### config.mk
export PLATFORM = sky130hd
export DESIGN_NAME = rc_frame_builder_channel_hopping_flat
export DESIGN_NICKNAME = d
export VERILOG_FILES = /design/src/sv/rcf_pkg.sv /design/src/sv/rcf_if.sv /design/src/sv/rc_frame_builder_channel_hopping.sv /design/src/flat_wrapper.sv
export SDC_FILE = /design/constraint.sdc
export NUM_CORES = 1
export LEC_CHECK = 0
export ABC_AREA = 0
export ABC_CLOCK_PERIOD_IN_PS = 5000
export BUFFER_PORTS_ARGS = -buffer_cell sky130_fd_sc_hd__buf_4
export CAP_MARGIN = 20
export CORE_ASPECT_RATIO = 0.6
export CORE_MARGIN = 3
export CORE_UTILIZATION = 45
export CTS_CLUSTER_SIZE = 20
export DETAILED_ROUTE_END_ITERATION = 16
export PLACE_DENSITY = 0.67
export SETUP_SLACK_MARGIN = 0.4
export SLEW_MARGIN = 20
export SYNTH_ARGS = -nofsm -noshare
export SYNTH_HDL_FRONTEND = slang
export SYNTH_SLANG_ARGS = --single-unit
### constraint.sdc
create_clock -name clk -period 5 [get_ports clk]
set_input_delay 0.5 -clock clk [delete_from_list [all_inputs] [get_ports clk]]
set_output_delay 0.5 -clock clk [all_outputs]
set_load 0.005 [all_outputs]
### src/sv/rcf_pkg.sv
// rcf_pkg: shared widths, register codes, hop table and helpers for the rc frame builder
package rcf_pkg;

  localparam int unsigned BYTE_W    = 8;
  localparam int unsigned CHAN_W    = 7;
  localparam int unsigned POS_W     = 4;
  localparam int unsigned HOP_W     = 5;
  localparam int unsigned ADDR_W    = 4;
  localparam int unsigned DATA_W    = 32;
  localparam int unsigned ROW_LEN   = 16;
  localparam int unsigned NUM_ROWS  = 4;

  localparam logic [BYTE_W-1:0] BIND_FLAGS = 8'hC0;
  localparam logic [BYTE_W-1:0] PAD_VALUE  = 8'h40;
  localparam logic [POS_W-1:0]  LAST_POS   = 4'd15;

  localparam logic [BYTE_W-1:0] ID0_RESET = 8'd177;
  localparam logic [BYTE_W-1:0] ID1_RESET = 8'd9;
  localparam logic [BYTE_W-1:0] ID2_RESET = 8'd156;

  typedef enum logic [1:0] {
    REG_ID_ZERO = 2'd0,
    REG_ID_ONE  = 2'd1,
    REG_ID_TWO  = 2'd2
  } reg_index_t;

  // frame byte positions with a fixed meaning
  typedef enum logic [POS_W-1:0] {
    POS_THROTTLE = 4'd0,
    POS_YAW      = 4'd1,
    POS_PITCH    = 4'd2,
    POS_ROLL     = 4'd4,
    POS_PAD_A    = 4'd5,
    POS_PAD_B    = 4'd6,
    POS_ID_ZERO  = 4'd7,
    POS_ID_ONE   = 4'd8,
    POS_ID_TWO   = 4'd9,
    POS_FLAGS    = 4'd14,
    POS_SUM      = 4'd15
  } frame_pos_t;

  // four hop rows, row-major
  localparam logic [CHAN_W-1:0] HOP_ROWS [NUM_ROWS*ROW_LEN] = '{
    7'h27, 7'h1B, 7'h39, 7'h28, 7'h24, 7'h22, 7'h2E, 7'h36,
    7'h19, 7'h21, 7'h29, 7'h14, 7'h1E, 7'h12, 7'h2D, 7'h18,
    7'h2E, 7'h33, 7'h25, 7'h38, 7'h19, 7'h12, 7'h18, 7'h16,
    7'h2A, 7'h1C, 7'h1F, 7'h37, 7'h2F, 7'h23, 7'h34, 7'h10,
    7'h11, 7'h1A, 7'h35, 7'h24, 7'h28, 7'h18, 7'h25, 7'h2A,
    7'h32, 7'h2C, 7'h14, 7'h27, 7'h36, 7'h34, 7'h1C, 7'h17,
    7'h22, 7'h27, 7'h17, 7'h39, 7'h34, 7'h28, 7'h2B, 7'h1D,
    7'h18, 7'h2A, 7'h21, 7'h38, 7'h10, 7'h26, 7'h20, 7'h1F
  };

  // channel for one hop slot; only the low five bits of the id sum matter
  function automatic logic [CHAN_W-1:0] hop_channel(
    input logic [BYTE_W-1:0] id0,
    input logic [BYTE_W-1:0] id1,
    input logic [BYTE_W-1:0] id2,
    input logic [POS_W-1:0]  slot
  );
    logic [4:0]        s;
    logic [1:0]        row;
    logic [2:0]        offset;
    logic [CHAN_W-1:0] v;
    s      = id0[4:0] + id1[4:0] + id2[4:0];
    row    = s[1:0];
    offset = s[4:2];
    v      = HOP_ROWS[{row, slot}] + CHAN_W'(offset);
    if (v[3:0] == 4'd0) begin
      v = v - CHAN_W'(3);
    end
    return v;
  endfunction

endpackage

### src/sv/rcf_if.sv
// rcf_if: command and frame-byte channel interfaces
interface rcf_cmd_if;
  import rcf_pkg::*;
  logic              valid;
  logic              ready;
  logic [BYTE_W-1:0] throttle;
  logic [BYTE_W-1:0] yaw;
  logic [BYTE_W-1:0] pitch;
  logic [BYTE_W-1:0] roll;
  logic [BYTE_W-1:0] mode_flags;

  modport source (output valid, throttle, yaw, pitch, roll, mode_flags, input ready);
  modport sink   (input valid, throttle, yaw, pitch, roll, mode_flags, output ready);
endinterface

interface rcf_byte_if;
  import rcf_pkg::*;
  logic              valid;
  logic              ready;
  logic [CHAN_W-1:0] rf_channel;
  logic [POS_W-1:0]  byte_position;
  logic [BYTE_W-1:0] payload_byte;
  logic              last_byte;

  modport source (output valid, rf_channel, byte_position, payload_byte, last_byte,
                  input ready);
  modport sink   (input valid, rf_channel, byte_position, payload_byte, last_byte,
                  output ready);
endinterface

### src/sv/rc_frame_builder_channel_hopping.sv
// rc_frame_builder_channel_hopping: turns control commands into 16-byte hopping radio frames
// Each command word on cmd becomes sixteen words on frame, bytes 0 to 15 in order, all
// tagged with the frame's radio channel; byte 15 is the checksum and carries last_byte.
// The byte serializer sets the pace at which commands are taken. A command is taken
// into a holding register while the previous frame is still going out, so back-to-back
// frames leave without a gap. The channel is picked from the hop table when the command
// is taken, and the hop counter steps once per command, so each hop slot serves two
// consecutive frames. Identifier registers sit on the APB port at 0x0, 0x4 and 0x8;
// change them only while no frame is in flight.
module rc_frame_builder_channel_hopping (
  input  logic                       clk,
  input  logic                       rst,
  input  logic                       psel,
  input  logic                       penable,
  input  logic                       pwrite,
  input  logic [rcf_pkg::ADDR_W-1:0] paddr,
  input  logic [rcf_pkg::DATA_W-1:0] pwdata,
  output logic [rcf_pkg::DATA_W-1:0] prdata,
  output logic                       pready,
  rcf_cmd_if.sink                    cmd,
  rcf_byte_if.source                 frame
);
  import rcf_pkg::*;

  logic [BYTE_W-1:0] id_byte_zero;
  logic [BYTE_W-1:0] id_byte_one;
  logic [BYTE_W-1:0] id_byte_two;
  logic [HOP_W-1:0]  hop_counter;
  reg_index_t        reg_sel;

  // holding stage
  logic              h_valid;
  logic [BYTE_W-1:0] h_throttle;
  logic [BYTE_W-1:0] h_yaw;
  logic [BYTE_W-1:0] h_pitch;
  logic [BYTE_W-1:0] h_roll;
  logic [BYTE_W-1:0] h_flags;
  logic [CHAN_W-1:0] h_channel;

  // serializing stage
  logic              f_valid;
  logic [BYTE_W-1:0] f_throttle;
  logic [BYTE_W-1:0] f_yaw;
  logic [BYTE_W-1:0] f_pitch;
  logic [BYTE_W-1:0] f_roll;
  logic [BYTE_W-1:0] f_pad;
  logic [BYTE_W-1:0] f_flags;
  logic [BYTE_W-1:0] f_sum;
  logic [CHAN_W-1:0] f_channel;
  logic [POS_W-1:0]  f_pos;

  // output register
  logic              o_valid;
  logic [CHAN_W-1:0] o_channel;
  logic [POS_W-1:0]  o_pos;
  logic [BYTE_W-1:0] o_byte;
  logic              o_last;

  logic              cmd_acc;
  logic              out_load;
  logic              f_done;
  logic              f_load;
  logic              h_bind;
  logic [BYTE_W-1:0] h_sum;
  logic [BYTE_W-1:0] cur_byte;
  logic              cfg_wr;

  // configuration port
  assign pready  = 1'b1;
  assign cfg_wr  = psel && penable && pwrite;
  assign reg_sel = reg_index_t'(paddr[ADDR_W-1:2]);

  always_ff @(posedge clk) begin
    if (rst) begin
      id_byte_zero <= ID0_RESET;
      id_byte_one  <= ID1_RESET;
      id_byte_two  <= ID2_RESET;
    end else if (cfg_wr) begin
      unique case (reg_sel)
        REG_ID_ZERO: id_byte_zero <= pwdata[BYTE_W-1:0];
        REG_ID_ONE:  id_byte_one  <= pwdata[BYTE_W-1:0];
        REG_ID_TWO:  id_byte_two  <= pwdata[BYTE_W-1:0];
        default: ;
      endcase
    end
  end

  always_comb begin
    unique case (reg_sel)
      REG_ID_ZERO: prdata = DATA_W'(id_byte_zero);
      REG_ID_ONE:  prdata = DATA_W'(id_byte_one);
      REG_ID_TWO:  prdata = DATA_W'(id_byte_two);
      default:     prdata = '0;
    endcase
  end

  // handshake control
  assign out_load  = f_valid && (!o_valid || frame.ready);
  assign f_done    = out_load && (f_pos == LAST_POS);
  assign f_load    = h_valid && (!f_valid || f_done);
  assign cmd.ready = !h_valid || f_load;
  assign cmd_acc   = cmd.valid && cmd.ready;

  always_ff @(posedge clk) begin
    if (rst) begin
      hop_counter <= '0;
      h_valid     <= 1'b0;
    end else begin
      if (cmd_acc) begin
        hop_counter <= hop_counter + HOP_W'(1);
      end
      if (cmd_acc) begin
        h_valid <= 1'b1;
      end else if (f_load) begin
        h_valid <= 1'b0;
      end
    end
  end

  always_ff @(posedge clk) begin
    if (cmd_acc) begin
      h_throttle <= cmd.throttle;
      h_yaw      <= cmd.yaw;
      h_pitch    <= cmd.pitch;
      h_roll     <= cmd.roll;
      h_flags    <= cmd.mode_flags;
      h_channel  <= hop_channel(id_byte_zero, id_byte_one, id_byte_two,
                                hop_counter[HOP_W-1:1]);
    end
  end

  // bind frames zero the control bytes and the pads
  assign h_bind = (h_flags == BIND_FLAGS);

  always_comb begin
    h_sum = h_flags + id_byte_zero + id_byte_one + id_byte_two;
    if (!h_bind) begin
      h_sum = h_sum + h_throttle + h_yaw + h_pitch + h_roll + PAD_VALUE + PAD_VALUE;
    end
  end

  always_ff @(posedge clk) begin
    if (rst) begin
      f_valid <= 1'b0;
      f_pos   <= '0;
    end else if (f_load) begin
      f_valid <= 1'b1;
      f_pos   <= '0;
    end else if (f_done) begin
      f_valid <= 1'b0;
      f_pos   <= '0;
    end else if (out_load) begin
      f_pos   <= f_pos + POS_W'(1);
    end
  end

  always_ff @(posedge clk) begin
    if (f_load) begin
      f_throttle <= h_bind ? '0 : h_throttle;
      f_yaw      <= h_bind ? '0 : h_yaw;
      f_pitch    <= h_bind ? '0 : h_pitch;
      f_roll     <= h_bind ? '0 : h_roll;
      f_pad      <= h_bind ? '0 : PAD_VALUE;
      f_flags    <= h_flags;
      f_sum      <= h_sum;
      f_channel  <= h_channel;
    end
  end

  always_comb begin
    unique case (f_pos)
      POS_THROTTLE:           cur_byte = f_throttle;
      POS_YAW:                cur_byte = f_yaw;
      POS_PITCH:              cur_byte = f_pitch;
      POS_ROLL:               cur_byte = f_roll;
      POS_PAD_A, POS_PAD_B:   cur_byte = f_pad;
      POS_ID_ZERO:            cur_byte = id_byte_zero;
      POS_ID_ONE:             cur_byte = id_byte_one;
      POS_ID_TWO:             cur_byte = id_byte_two;
      POS_FLAGS:              cur_byte = f_flags;
      POS_SUM:                cur_byte = f_sum;
      default:                cur_byte = '0;
    endcase
  end

  always_ff @(posedge clk) begin
    if (rst) begin
      o_valid <= 1'b0;
    end else if (out_load) begin
      o_valid <= 1'b1;
    end else if (frame.ready) begin
      o_valid <= 1'b0;
    end
  end

  always_ff @(posedge clk) begin
    if (out_load) begin
      o_channel <= f_channel;
      o_pos     <= f_pos;
      o_byte    <= cur_byte;
      o_last    <= (f_pos == LAST_POS);
    end
  end

  assign frame.valid         = o_valid;
  assign frame.rf_channel    = o_channel;
  assign frame.byte_position = o_pos;
  assign frame.payload_byte  = o_byte;
  assign frame.last_byte     = o_last;

  // a freshly loaded frame starts at byte 0
  a_load_starts: assert property (@(posedge clk) disable iff (rst)
    f_load |=> f_valid && (f_pos == '0))
    else $error("frame load did not restart at byte 0");

  // byte position only moves when a word is handed to the output register
  a_pos_holds: assert property (@(posedge clk) disable iff (rst)
    f_valid && !out_load && !f_load |=> $stable(f_pos))
    else $error("byte position moved without an output load");

  // hop counter steps only on a taken command
  a_hop_steps: assert property (@(posedge clk) disable iff (rst)
    !cmd_acc |=> $stable(hop_counter))
    else $error("hop counter changed without a command");

  // the serializer empties after the checksum byte when nothing is waiting
  a_frame_drains: assert property (@(posedge clk) disable iff (rst)
    f_done && !h_valid |=> !f_valid)
    else $error("serializer still busy after last byte");

endmodule

### src/flat_wrapper.sv
// flat-port wrapper written by rule: the top's interface ports become plain ports
module rc_frame_builder_channel_hopping_flat import rcf_pkg::*;
  (clk, rst, psel, penable, pwrite, paddr, pwdata, prdata, pready, cmd_valid, cmd_throttle, cmd_yaw, cmd_pitch, cmd_roll, cmd_mode_flags, cmd_ready, frame_valid, frame_rf_channel, frame_byte_position, frame_payload_byte, frame_last_byte, frame_ready);
  rcf_cmd_if cmd_i ();
  rcf_byte_if frame_i ();
  input  logic clk;
  input  logic rst;
  input  logic psel;
  input  logic penable;
  input  logic pwrite;
  input  logic [rcf_pkg::ADDR_W-1:0] paddr;
  input  logic [rcf_pkg::DATA_W-1:0] pwdata;
  output logic [rcf_pkg::DATA_W-1:0] prdata;
  output logic pready;
  input wire logic [$bits(cmd_i.valid)-1:0] cmd_valid;
  input wire logic [$bits(cmd_i.throttle)-1:0] cmd_throttle;
  input wire logic [$bits(cmd_i.yaw)-1:0] cmd_yaw;
  input wire logic [$bits(cmd_i.pitch)-1:0] cmd_pitch;
  input wire logic [$bits(cmd_i.roll)-1:0] cmd_roll;
  input wire logic [$bits(cmd_i.mode_flags)-1:0] cmd_mode_flags;
  output wire logic [$bits(cmd_i.ready)-1:0] cmd_ready;
  output wire logic [$bits(frame_i.valid)-1:0] frame_valid;
  output wire logic [$bits(frame_i.rf_channel)-1:0] frame_rf_channel;
  output wire logic [$bits(frame_i.byte_position)-1:0] frame_byte_position;
  output wire logic [$bits(frame_i.payload_byte)-1:0] frame_payload_byte;
  output wire logic [$bits(frame_i.last_byte)-1:0] frame_last_byte;
  input wire logic [$bits(frame_i.ready)-1:0] frame_ready;
  assign cmd_i.valid = cmd_valid;
  assign cmd_i.throttle = cmd_throttle;
  assign cmd_i.yaw = cmd_yaw;
  assign cmd_i.pitch = cmd_pitch;
  assign cmd_i.roll = cmd_roll;
  assign cmd_i.mode_flags = cmd_mode_flags;
  assign cmd_ready = cmd_i.ready;
  assign frame_valid = frame_i.valid;
  assign frame_rf_channel = frame_i.rf_channel;
  assign frame_byte_position = frame_i.byte_position;
  assign frame_payload_byte = frame_i.payload_byte;
  assign frame_last_byte = frame_i.last_byte;
  assign frame_i.ready = frame_ready;
  rc_frame_builder_channel_hopping u_core (.clk(clk), .rst(rst), .psel(psel), .penable(penable), .pwrite(pwrite), .paddr(paddr), .pwdata(pwdata), .prdata(prdata), .pready(pready), .cmd(cmd_i), .frame(frame_i));
endmodule
==> Word level (Yosys, flattened, before mapping) <==
Memories as Yosys holds them, arrays and structs flattened.
Index checks and enable logic that the tools add are counted.
{ "classes": {"add_sub_neg": 15, "n_lt_le_gt_ge": 1, "reduce_logical": 23, "eq_ne": 13, "bitwise": 1, "n_mux": 13} }
{ "op_table": {"columns": ["cell", "count"], "rows": [
  ["$pmux W8 S10", 1],
  ["$add A8 B8 Y8", 7],
  ["$mux W7", 4],
  ["$pmux W8 S3", 1],
  ["$add A8 B7 Y8 const B", 2],
  ["$eq A4 B3 Y1 const B", 4],
  ["$eq A4 B4 Y1 const B", 4],
  ["$add A5 B5 Y5", 2],
  ["$eq A8 B8 Y1 const B", 1],
  ["$logic_not A4 Y1", 2],
  ["$mux W8", 1],
  ["$add A7 B3 Y7", 1],
  ["$ge A7 B7 Y1 const B", 1],
  ["$not A6 Y7", 1],
  ["$sub A7 B2 Y7 const B", 1],
  ["$logic_and A1 B1 Y1", 6],
  ["$mux W1", 6],
  ["$reduce_and A2 Y1", 3],
  ["$reduce_bool A2 Y1", 3],
  ["$add A5 B1 Y5 const B", 1],
  ["$add A4 B1 Y4 const B", 1],
  ["$eq A4 B1 Y1 const B", 1],
  ["$eq A4 B2 Y1 const B", 1],
  ["$logic_not A1 Y1", 3],
  ["6 further kinds", 8]
]} }
{ "word_totals": {"out_inout_bits": 55, "mem_bits_ro": 448, "in_bits": 83, "memories": 1, "ff_bits": 166} }
{ "mem_list": {"columns": ["name", "depth", "word_bits", "read_ports", "rd_clocked_by_memory_dff", "wr", "line", "source"], "rows": [
  ["(name not given)", 64, 7, 1, 0, 0, "rcf_pkg.sv:68", "v = HOP_ROWS[{row, slot}] + CHAN_W'(offset);"]
]} }

==> Logic depth before layout (Yosys ltp) <==
Gate-level depths: netlist of the first run.
{ "depth": {"depth_word": 10, "mapped_depth": 23} }

==> Worst setup path before layout of the first run <==
OpenSTA, ideal clock, no wires.
{ "synth_timing": {"kind": "register to register", "start": "register u_core.id_byte_two[1]", "end": "register u_core.f_sum[7], data pin", "arrival_time_ns": 5.055, "path_slack_ns": -0.313, "path_buffers": 0, "synth_period_minus_slack_ns": 5.313, "setup_ns": 0.258, "path_stages_with_launch": 24, "path_cell_list": "dfxtp_1 > inv_1 > fa_1 > fa_1 > inv_1 > ha_1 > inv_1 > fa_1 > inv_1 > a21o_1 > a21oi_1 > xnor2_1 > fa_1 > inv_1 > fa_1 > fa_1 > inv_1 > ha_1 > o21ai_0 > o21bai_1 > a21oi_1 > xnor2_1 > nand2_1 > xnor2_1"} }
{ "synth_between": {"elab_chain_cells": 8} }
{ "synth_lines": {"columns": ["element", "line", "source"], "rows": [
  ["start, declared", "rc_frame_builder_channel_hopping.sv:27", "logic [BYTE_W-1:0] id_byte_two;"],
  ["start signal, assigned", "rc_frame_builder_channel_hopping.sv:82", "REG_ID_TWO: id_byte_two <= pwdata[BYTE_W-1:0];"],
  ["$add A8 B8 Y8 (*)", "rc_frame_builder_channel_hopping.sv:136", "h_sum = h_flags + id_byte_zero + id_byte_one + id_byte_two;"],
  ["$add A8 B8 Y8 (4 in a row)", "rc_frame_builder_channel_hopping.sv:138", "h_sum = h_sum + h_throttle + h_yaw + h_pitch + h_roll + PAD_VALUE + PAD_VALUE;"],
  ["$add A8 B7 Y8 (2 in a row)", "rc_frame_builder_channel_hopping.sv:138", null],
  ["$mux W8 (*)", "rc_frame_builder_channel_hopping.sv:137", "if (!h_bind) begin"],
  ["named net u_core.h_sum[7]", "rc_frame_builder_channel_hopping.sv:64", "logic [BYTE_W-1:0] h_sum;"],
  ["end signal, assigned", "rc_frame_builder_channel_hopping.sv:165", "f_sum <= h_sum;"],
  ["end, declared", "rc_frame_builder_channel_hopping.sv:48", "logic [BYTE_W-1:0] f_sum;"]
]} }
Mark *: on every way through the listed nets, which the timed path passes. The rest lies on a longest branch.
A chain may end at the register's enable or synchronous reset.

==> Final worst setup path of the first run <==
{ "layout_timing": {"start": "register u_core.h_flags[3]", "end": "register u_core.f_sum[7], data pin"} }
{ "layout_between": {"elab_chain_cells": 10, "word_cells_on_any_way": 11, "cone_classes": "add/sub (9); eq/ne (1); mux (1)"} }
{ "layout_lines": {"columns": ["element", "line", "source"], "rows": [
  ["start, declared", "rc_frame_builder_channel_hopping.sv:37", "logic [BYTE_W-1:0] h_flags;"],
  ["start signal, assigned", "rc_frame_builder_channel_hopping.sv:126", "h_flags <= cmd.mode_flags;"],
  ["$add A8 B8 Y8 (3 in a row)", "rc_frame_builder_channel_hopping.sv:136", null],
  ["$add A8 B8 Y8 (4 in a row)", "rc_frame_builder_channel_hopping.sv:138", null],
  ["$add A8 B7 Y8 (2 in a row)", "rc_frame_builder_channel_hopping.sv:138", null],
  ["$mux W8 (*)", "rc_frame_builder_channel_hopping.sv:137", null],
  ["named net u_core.h_sum[7]", "rc_frame_builder_channel_hopping.sv:64", null]
]} }
Marked as above.

==> metrics.csv, run 1 <==
stage,metric,value,unit
outcome,status,finished with violations,
outcome,violations,setup timing,
place,place.gp.congestion,0.872,
detailed_routing,drc,0,
detailed_routing,wl_per_cell,17.6,um
worst_setup_path,worstPathArrival,5410,ps
sta,period_minus_slack,5220,ps
finish,fin_cells,1224,
logic_synthesis,ys.flop_type,edfxtp_1,
clock_network,htree_levels,4,
worst_setup_path,crit_fanout,3,
finish,n_antenna_cell,0,
grt,grt_max_degree,48,
sta,maxSlewHeadroom,28.9,%
sta,hold_ws,237,ps
detailed_routing,vias,6440,
worst_setup_path,cp_data_required_time,5190,ps
logic_synthesis,ys_warn_count,0,
logic_synthesis,ys_seq_area_share,48.1,%
clock_network,ctsRootBufferMaster,clkbuf_16,
sta,clock.fmax,192,MHz
clock_network,path_clk_slew,70,ps
sta,tightest_slew,1060,ps
power_and_ir_drop,power.share.combinational,34.0,%
place,post-dp-hpwl,15700,um
power_and_ir_drop,ir_worst_vdd,0.362,mV
finish,drive_gt1_share,24.0,%
floorplanning,coreArea,0.0195,mm2
power_and_ir_drop,p_leak,4.45,nW
worst_setup_path,cpPeakStageDelay,550,ps
clock_network,cts_sinks,159,
clock_network,cts_tree,done,
detailed_routing,wirelength,21600,um
detailed_routing,firstDrtPassIters,5,
sta,rsz0062_at_grt,true,
worst_setup_path,crit_slowest_cell,fa_1,
finish,final_area,0.0111,mm2
run,maxCapViolations,0,
floorplanning,start_util,47.1,%
hold_path,hp-start,cmd_yaw[7],
grt,grt-ovfl-total,0,
logic_synthesis,async_flop_share,0,%
hold_path,hold_class,in2reg,
sta,hold_viol_final,0,
floorplanning,die_height,117,um
logic_synthesis,synth_edf_count,123,
finish,nets,1108,
floorplanning,dieWidth,190,um
floorplanning,dieArea,0.0222,mm2
finish,fin_util,57.0,%
sta,setup_viol,3,
clock_network,cts.path.max_buffers,2,
logic_synthesis,ys_ff_latch,159,
worst_setup_path,crit_top_cell,fa_1,
floorplanning,rows,39,
logic_synthesis,synthCells,833,
logic_synthesis,synth.most_common_cell,edfxtp_1,
sta,finalCritPeriodShare,104,%
logic_synthesis,synth_top_area_cell,edfxtp_1,
detailed_routing,via_per_inst,5.26,
clock_network,numCtsBuffers,17,
place,dpl_worst_slack,-276,ps
detailed_routing,ant_nets,0,
sta,maxSlewViolCount,0,
place,port_buffers,86,
clock_network,insertion_delay,440,ps
worst_setup_path,start_kind,register,
logic_synthesis,synth_area,0.00918,mm2
place,dp.cells,1188,
finish,syn_to_final_growth,21.1,%
worst_setup_path,path_class,reg2reg,
logic_synthesis,avgSynthCellArea,11.0,um2
worst_setup_path,critPathLaunch,u_core.h_flags[3]$_DFFE_PP_,
logic_synthesis,synth_top_area_share,40.2,%
grt,antenna_found_initial,0,
clock_network,hold_buffers,0,
detailed_routing,drt_iter0_markers,535,
floorplanning,ios,138,
grt,grt_pass1_wl,33900,um
power_and_ir_drop,power_switching_share,29.5,%
power_and_ir_drop,power_density,417,mW/mm2
grt,grtUsageTotal,20.3,%
power_and_ir_drop,seqPwrFrac,35.5,%
place,place_area,0.0104,mm2
sta,clock_skew,10.2,ps
worst_setup_path,path_cells,"inv_1, fa_1, fa_1, inv_1, ha_1, a21o_1, a21oi_2, xnor2_2, fa_1, inv_2, fa_1, fa_1, inv_2, ha_4, o21ai_2, o21bai_1, a21oi_2, xnor2_1, nand2_1, xnor2_1",
worst_setup_path,r2r_start,u_core.h_flags[3]$_DFFE_PP_,
grt,grt_pass1_vias,6126,
worst_setup_path,worst_setup_path_end_kind,register,
logic_synthesis,ys_top_cells_by_area,"edfxtp_1 40%, fa_1 8.7%, dfxtp_1 7.8%, ha_1 5.4%, inv_1 3.7%",
power_and_ir_drop,clkPwrFrac,30.5,%
power_and_ir_drop,internal_power,3.27,mW
logic_synthesis,ys_types,63,
power_and_ir_drop,p_sw,1.36,mW
sta,fin_ws,-219,ps
logic_synthesis,synth_common_cells,"123 x edfxtp_1, 91 x inv_1, 56 x nand2_1",
## cells in the final DEF (no fill, tap or decap), types with 30 or more instances in the layout
| cell | instances |
|---|---|
| nand2_1 | 56 |
| and2_1 | 34 |
| edfxtp_1 | 123 |
| fa_1 | 35 |
| buf_4 | 135 |
| o21ai_0 | 30 |
| dfxtp_1 | 31 |
| nor2_1 | 54 |
| a21oi_1 | 33 |
| ha_1 | 34 |
| inv_1 | 78 |
## routing by layer
layer / vias up / track usage (%) / wire length, um
li1: 3070 / - / -
met4: 0 / 5.13 / 291
met3: 25 / 6.30 / 1940
met5: - / 0 / 0
met2: 265 / 28.0 / 8860
met1: 3080 / 30.8 / 10500
## stage by stage
stage / setup TNS (ps) / power (mW)
floorplan: 0 / 2.66
global placement: -368 / 3.02
detailed placement: -540 / 3.05
CTS: -426 / 4.58
global route: -1160 / 4.92
finish: -428 / 4.63
## cells by family after synthesis
kind of cell | synth area share, %
fa+ha+maj | 14.2
xor+xnor | 3.62
other cells | 0.0818
simple gates | 11.6
flops | 48.1
mux | 3.84
buf+inv | 7.79
compound gates | 10.9
## final cells by class
type,count,area (um2)
inverter,92,348
fill,1662,8400
sequential,159,4420
timing repair buffer,138,1050
multi-input combinational,537,4330
clock buffer,18,439
clock inverter,14,204
tap,266,333
## power groups by stage
stage	logic (mW)	registers (mW)	clock network [mW]
finish	1.57	1.64	1.41
global route	1.77	1.65	1.51
CTS	1.50	1.64	1.44
detailed placement	1.38	1.67	0
global placement	1.35	1.67	0
floorplan	1.00	1.66	0
## worst paths after layout
kind	endpoint	slack, ps	cells after the start
worst max-delay path	u_core.f_sum[7]$_DFFE_PP_	-220	20
worst min-delay path	u_core.h_yaw[7]$_DFFE_PP_	240	1
worst max register to register	u_core.f_sum[7]$_DFFE_PP_	-220	20
worst min register to register	u_core.frame.rf_channel[5]$_DFFE_PP_	420	0
## worst max-delay path, delay by kind of cell, from the launching register on
kind            cells  cell delay [ps]
compound gates      5              750
xor+xnor            3              390
fa+ha+maj           7             3160
buf+inv             4              210
flops               1              390
simple gates        1               80
## what timing repair did
item	CTS	global route
cloned	0	0
pin swaps	26	12
resized for setup	11	13
endpoints found under the setup margin	5	7
buffers inserted	2	2
(Power assumes the default switching activity.)
==> inputs of run 2 (changes only) <==
BUFFER_PORTS_ARGS = -buffer_cell sky130_fd_sc_hd__buf_2   (was -buffer_cell sky130_fd_sc_hd__buf_4)
==> run 2 against run 1 <==
  * The run still ends with setup timing left
  * Sequential share of layout area rose by 1.0 points
  * Count of clock-buffer cells in the layout rose by 1
  * Fmax fell by 1.5%
  * Sequential power barely moved
  * Setup slack got worse by 79 ps
  * Critical endpoint unchanged
==> metrics.csv, run 2 (synthesis results as in run 1) <==
stage,metric,value,unit,change
outcome,status,finished with violations,,unchanged
outcome,violations,setup timing,,unchanged
sta,maxSlewHeadroom,28.8,%,was 28.9%
detailed_routing,wirelength,21600,um,about the same
worst_setup_path,crit_slowest_cell,fa_2,,was fa_1
floorplanning,coreArea,0.0195,mm2,unchanged
worst_setup_path,cp.buffers_inverters,7,,was 4
finish,fillers,1691,,was 1662
clock_network,cts_tree,done,,unchanged
floorplanning,dieArea,0.0222,mm2,unchanged
sta,rsz0062_at_grt,true,,unchanged
sta,clock.fmax,189,MHz,was 192 MHz
finish,final_area,0.0108,mm2,was 0.0111 mm2
floorplanning,die_height,117,um,unchanged
sta,tightest_slew,1060,ps,about the same
clock_network,htree_levels,4,,unchanged
finish,nets,1109,,was 1108
worst_setup_path,cp_data_required_time,5190,ps,about the same
place,port_buffers,86,,unchanged
detailed_routing,firstDrtPassIters,5,,unchanged
floorplanning,rows,39,,unchanged
worst_setup_path,critical_path.top_delay_family,adder cells,,unchanged
finish,drive_gt1_share,23.3,%,was 24.0%
clock_network,ctsRootBufferMaster,clkbuf_16,,unchanged
clock_network,path_clk_slew,70,ps,about the same
worst_setup_path,start_kind,register,,unchanged
clock_network,cts.path.max_buffers,2,,unchanged
place,place_area,0.0102,mm2,was 0.0104 mm2
worst_setup_path,path_class,reg2reg,,unchanged
grt,grt-ovfl-total,0,,unchanged
detailed_routing,via_per_inst,5.24,,was 5.26
sta,setup_viol,3,,unchanged
clock_network,insertion_delay,440,ps,about the same
worst_setup_path,crit_fanout,2,,was 3
power_and_ir_drop,power.share.combinational,34.4,%,was 34.0%
sta,fin_ws,-298,ps,was -219 ps
detailed_routing,ant_nets,0,,unchanged
power_and_ir_drop,p_sw,1.35,mW,was 1.36 mW
grt,grt_pass1_wl,34100,um,was 33900 um
finish,final_common_cell,edfxtp_1,,was buf_4
hold_path,hold_class,in2reg,,unchanged
floorplanning,start_util,47.1,%,unchanged
finish,fin_util,55.5,%,was 57.0%
detailed_routing,wl_per_cell,17.7,um,was 17.6 um
floorplanning,ios,138,,unchanged
place,post-dp-hpwl,16100,um,was 15700 um
worst_setup_path,worst_setup_path_end_kind,register,,unchanged
power_and_ir_drop,p_leak,4.36,nW,was 4.45 nW
detailed_routing,vias,6413,,was 6440
power_and_ir_drop,ir_worst_vdd,0.316,mV,was 0.362 mV
power_and_ir_drop,power_switching_share,30.4,%,was 29.5%
grt,grt_max_degree,48,,unchanged
sta,period_minus_slack,5300,ps,was 5220 ps
clock_network,cts_sinks,159,,unchanged
worst_setup_path,crit_top_cell,fa_1,,unchanged
grt,grtUsageTotal,20.4,%,was 20.3%
finish,syn_to_final_growth,17.9,%,was 21.1%
clock_network,numCtsBuffers,17,,unchanged
finish,n_antenna_cell,0,,unchanged
power_and_ir_drop,internal_power,3.08,mW,was 3.27 mW
power_and_ir_drop,seqPwrFrac,37.0,%,was 35.5%
sta,maxSlewViolCount,0,,unchanged
worst_setup_path,worstPathArrival,5490,ps,was 5410 ps
floorplanning,dieWidth,190,um,unchanged
place,place.gp.congestion,0.929,,was 0.872
sta,finalCritPeriodShare,106,%,was 104%
run,maxCapViolations,0,,unchanged
power_and_ir_drop,clkPwrFrac,28.7,%,was 30.5%
grt,antenna_found_initial,0,,unchanged
worst_setup_path,cpPeakStageDelay,560,ps,was 550 ps
sta,clock_skew,18.5,ps,was 10.2 ps
grt,grt_pass1_vias,6160,,was 6126
sta,hold_viol_final,0,,unchanged
power_and_ir_drop,power_density,409,mW/mm2,was 417 mW/mm2
detailed_routing,drt_iter0_markers,624,,was 535
clock_network,hold_buffers,0,,unchanged
detailed_routing,drc,0,,unchanged
worst_setup_path,path_cells,"inv_1, fa_1, fa_1, buf_4, buf_6, fa_2, inv_2, fa_1, inv_1, fa_2, fa_1, inv_2, ha_4, buf_4, a211oi_2, o21bai_2, a21oi_2, xnor2_1, nand2_1, xnor2_1",,"was inv_1, fa_1, fa_1, inv_1, ha_1, a21o_1, a21oi_2, xnor2_2, fa_1, inv_2, fa_1, fa_1, inv_2, ha_4, o21ai_2, o21bai_1, a21oi_2, xnor2_1, nand2_1, xnor2_1"
finish,final_cell_mix,"123 x edfxtp_1, 86 x buf_2, 81 x inv_1, 56 x nand2_1, 54 x nor2_1",,"was 135 x buf_4, 123 x edfxtp_1, 78 x inv_1, 56 x nand2_1, 54 x nor2_1"
-- run 2: worst paths after layout --
check | from | to | slack (ps) | depth (start not counted)
setup / recovery | u_core.h_flags[2]$_DFFE_PP_ | u_core.f_sum[7]$_DFFE_PP_ | -300 | 20
hold / removal | cmd_mode_flags[6] | u_core.h_flags[6]$_DFFE_PP_ | 230 | 1
setup reg to reg | u_core.h_flags[2]$_DFFE_PP_ | u_core.f_sum[7]$_DFFE_PP_ | -300 | 20
hold reg to reg | u_core.f_channel[6]$_DFFE_PP_ | u_core.frame.rf_channel[6]$_DFFE_PP_ | 420 | 0
-- run 2: timing repair --
action | 4_1_cts | 5_1_grt
pin swaps | 36 | 8
resized for setup | 14 | 4
cloned | 0 | 0
buffers inserted | 2 | 1
setup endpoints to repair | 5 | 6
-- run 2: metrics by stage --
stage                     hold WS [ps]  cells  setup TNS, ps  worst slack (ps)  total power [mW]
after floorplan                    400    856              0              13.3              2.66
after global placement             402   1190           -370              -203              3.02
after detailed placement           405   1190           -520              -292              3.05
after CTS                          217   1224           -491              -296              4.42
after global routing               219   1225          -1350              -581              4.72
final                              233   1225           -507              -298              4.43
-- run 2: power by group through the flow --
stage               Sequential, mW  Combinational (mW)  Clock [mW]
global route                  1.65                1.72        1.36
detailed placement            1.66                1.39           0
global placement              1.66                1.36           0
floorplan                     1.66                1.00           0
finish                        1.64                1.52        1.27
CTS                           1.64                1.48        1.30
-- run 2: worst reg2reg max path, stage by stage, from the launching register on --
cell	delay, ps
edfxtp_1	390
inv_1	80
fa_1	430
fa_1	510
buf_4	150
buf_6	110
fa_2	560
inv_2	50
fa_1	520
inv_1	50
fa_2	420
fa_1	550
inv_2	50
ha_4	170
buf_4	140
a211oi_2	250
o21bai_2	120
a21oi_2	160
xnor2_1	140
nand2_1	80
xnor2_1	140
-- run 2: routing by layer --
layer | wire length [um] | GRT usage [%] | up-vias
li1 | - | - | 3072
met1 | 10800 | 31.2 | 3078
met3 | 1860 | 6.18 | 13
met4 | 163 | 4.25 | 0
met5 | 0 | 0 | -
met2 | 8830 | 28.3 | 250
-- run 2: area by class of cell --
class	instances	area [um2]	area share, %
Tap cell	266	333	3.07
Sequential cell	159	4420	40.8
Multi-Input combinational cell	537	4320	39.9
Inverter	92	348	3.21
Timing Repair Buffer	139	840	7.75
Clock buffer	19	433	4.00
Clock inverter	13	138	1.27
==> inputs of run 3 (changes only) <==
ABC_CLOCK_PERIOD_IN_PS = not set   (was 5000)
GPL_ROUTABILITY_DRIVEN = 0   (was not set)
PLACE_DENSITY = 0.68   (was 0.67)
==> run 3 against run 2 <==
  * The flow still finishes with violations (setup timing)
  * Count of clock-buffer cells in the layout up 1
  * Clock skew down 8.6 ps
  * Critical path depth up 3
  * Power up 3.4%
  * Clock power up 9%
  * Setup slack better by 60 ps
  * Register-to-register slack better by 60 ps
  * Wire length up 1.4%
  * Die area unchanged
  * Critical endpoint unchanged
  * Largest power group unchanged
  * Highest routed layer unchanged
==> metrics.csv, run 3 (synthesis results as in run 1) <==
stage,metric,value,unit,change
finish,n_antenna_cell,0,,unchanged
sta,rsz0062_at_grt,true,,unchanged
grt,grt-ovfl-total,0,,unchanged
clock_network,ctsRootBufferMaster,clkbuf_16,,unchanged
place,port_buffers,86,,unchanged
floorplanning,die_height,117,um,unchanged
sta,maxSlewViolCount,0,,unchanged
power_and_ir_drop,internal_power,3.23,mW,was 3.08 mW
clock_network,path_clk_slew,70,ps,about the same
floorplanning,dieArea,0.0222,mm2,unchanged
sta,hold_viol_final,0,,unchanged
sta,tightest_slew,943,ps,was 1060 ps
finish,final_common_cell,edfxtp_1,,unchanged
power_and_ir_drop,ir_worst_vdd,0.288,mV,was 0.316 mV
sta,maxSlewHeadroom,37.1,%,was 28.8%
run,maxCapViolations,0,,unchanged
sta,finalCritPeriodShare,105,%,was 106%
finish,fin_util,55.7,%,was 55.5%
worst_setup_path,worst_setup_path_end_kind,register,,unchanged
floorplanning,start_util,47.1,%,unchanged
worst_setup_path,worstPathArrival,5410,ps,was 5490 ps
worst_setup_path,start_kind,register,,unchanged
clock_network,cts_sinks,159,,unchanged
detailed_routing,drt_iter0_markers,711,,was 624
finish,nets,1110,,was 1109
clock_network,cts_tree,done,,unchanged
power_and_ir_drop,clkPwrFrac,30.1,%,was 28.7%
detailed_routing,ant_nets,0,,unchanged
finish,drive_gt1_share,23.5,%,was 23.3%
worst_setup_path,path_class,reg2reg,,unchanged
detailed_routing,via_per_inst,5.22,,was 5.24
clock_network,htree_levels,4,,unchanged
power_and_ir_drop,p_sw,1.35,mW,about the same
worst_setup_path,crit_fanout,2,,unchanged
sta,fin_ws,-238,ps,was -298 ps
sta,clock_skew,9.90,ps,was 18.5 ps
power_and_ir_drop,power_density,422,mW/mm2,was 409 mW/mm2
outcome,status,finished with violations,,unchanged
hold_path,hold_class,in2reg,,unchanged
finish,syn_to_final_growth,18.3,%,was 17.9%
sta,period_minus_slack,5240,ps,was 5300 ps
floorplanning,rows,39,,unchanged
floorplanning,coreArea,0.0195,mm2,unchanged
power_and_ir_drop,power_switching_share,29.5,%,was 30.4%
clock_network,cts.path.max_buffers,2,,unchanged
detailed_routing,wl_per_cell,17.9,um,was 17.7 um
floorplanning,dieWidth,190,um,unchanged
finish,final_cell_mix,"123 x edfxtp_1, 86 x buf_2, 78 x inv_1, 56 x nand2_1, 54 x nor2_1",,"was 123 x edfxtp_1, 86 x buf_2, 81 x inv_1, 56 x nand2_1, 54 x nor2_1"
sta,final.setup.tns,-504,ps,was -507 ps
clock_network,numCtsBuffers,17,,unchanged
grt,grt_pass1_wl,34100,um,about the same
detailed_routing,drc,0,,unchanged
power_and_ir_drop,power.share.combinational,34.0,%,was 34.4%
power_and_ir_drop,seqPwrFrac,35.9,%,was 37.0%
sta,clock.fmax,191,MHz,was 189 MHz
power_and_ir_drop,p_leak,4.36,nW,about the same
detailed_routing,vias,6397,,was 6413
detailed_routing,wirelength,21900,um,was 21600 um
outcome,violations,setup timing,,unchanged
clock_network,hold_buffers,0,,unchanged
grt,grt_max_degree,43,,was 48
grt,antenna_found_initial,0,,unchanged
detailed_routing,firstDrtPassIters,5,,unchanged
worst_setup_path,cp_data_required_time,5170,ps,was 5190 ps
grt,grt_pass1_vias,6033,,was 6160
floorplanning,ios,138,,unchanged
clock_network,insertion_delay,430,ps,was 440 ps
place,dpl_worst_slack,-279,ps,was -292 ps
place,post-dp-hpwl,15900,um,was 16100 um
sta,setup_viol,4,,was 3
grt,grtUsageTotal,20.3,%,was 20.4%
-- run 3: metal layers --
layer / track usage, % / vias to the layer above / routed length (um)
met5: 0 / - / 0
met4: 4.49 / 0 / 193
met3: 4.89 / 17 / 1950
met2: 26.3 / 264 / 8490
met1: 33.5 / 3042 / 11300
li1: - / 3074 / -
-- run 3: what timing repair did --
| item | in CTS | in global routing |
|---|---|---|
| endpoints found under the setup margin | 5 | 5 |
| resized for setup | 13 | 7 |
| cloned | 0 | 0 |
| setup buffers | 3 | 3 |
| pin swaps | 25 | 10 |
-- run 3: area by class of cell --
type,count,area (um2)
multi-input combinational,537,4310
tap,266,333
fill,1687,8650
inverter,92,345
clock buffer,20,437
clock inverter,12,183
sequential,159,4420
timing repair buffer,140,840
-- run 3: final timing paths --
| kind | startpoint | to | slack (ps) | cells past startpoint |
|---|---|---|---|---|
| worst min-delay path | cmd_roll[6] | u_core.h_roll[6]$_DFFE_PP_ | 240 | 1 |
| worst min register to register | u_core.f_channel[5]$_DFFE_PP_ | u_core.frame.rf_channel[5]$_DFFE_PP_ | 420 | 0 |
| worst max register to register | u_core.h_flags[1]$_DFFE_PP_ | u_core.f_sum[7]$_DFFE_PP_ | -240 | 23 |
| worst max-delay path | u_core.h_flags[1]$_DFFE_PP_ | u_core.f_sum[7]$_DFFE_PP_ | -240 | 23 |
-- run 3: stage by stage --
step / total power [mW] / instance area, um2 / hold slack (ps) / instances
finish: 4.58 / 10900 / 245 / 1226
global route: 4.83 / 10900 / 229 / 1226
CTS: 4.52 / 10800 / 231 / 1223
detailed placement: 3.02 / 10100 / 405 / 1188
global placement: 2.99 / 10100 / 400 / 1188
floorplan: 2.66 / 9380 / 400 / 856
-- run 3: power by group through the flow --
stage / clock network, mW / registers, mW / logic [mW]
5_1_grt: 1.45 / 1.65 / 1.72
6_report: 1.38 / 1.65 / 1.56
3_3_place_gp: 0 / 1.67 / 1.32
4_1_cts: 1.40 / 1.65 / 1.48
3_5_place_dp: 0 / 1.67 / 1.35
2_1_floorplan: 0 / 1.66 / 1.00
-- run 3: worst max-delay path: stages (launching register included) --
cell      delay [ps]
edfxtp_1         360
inv_2             50
fa_1             560
fa_1             410
inv_1             70
ha_2             180
inv_2             40
fa_2             360
inv_2             60
a21o_1           110
a21oi_2           70
xnor2_2          270
fa_1             470
inv_1             80
fa_1             430
fa_1             510
inv_2             40
ha_4             260
o21ai_2           50
o21bai_1         160
a21oi_2           80
xnor2_1          120
nand2_1           80
xnor2_1          160
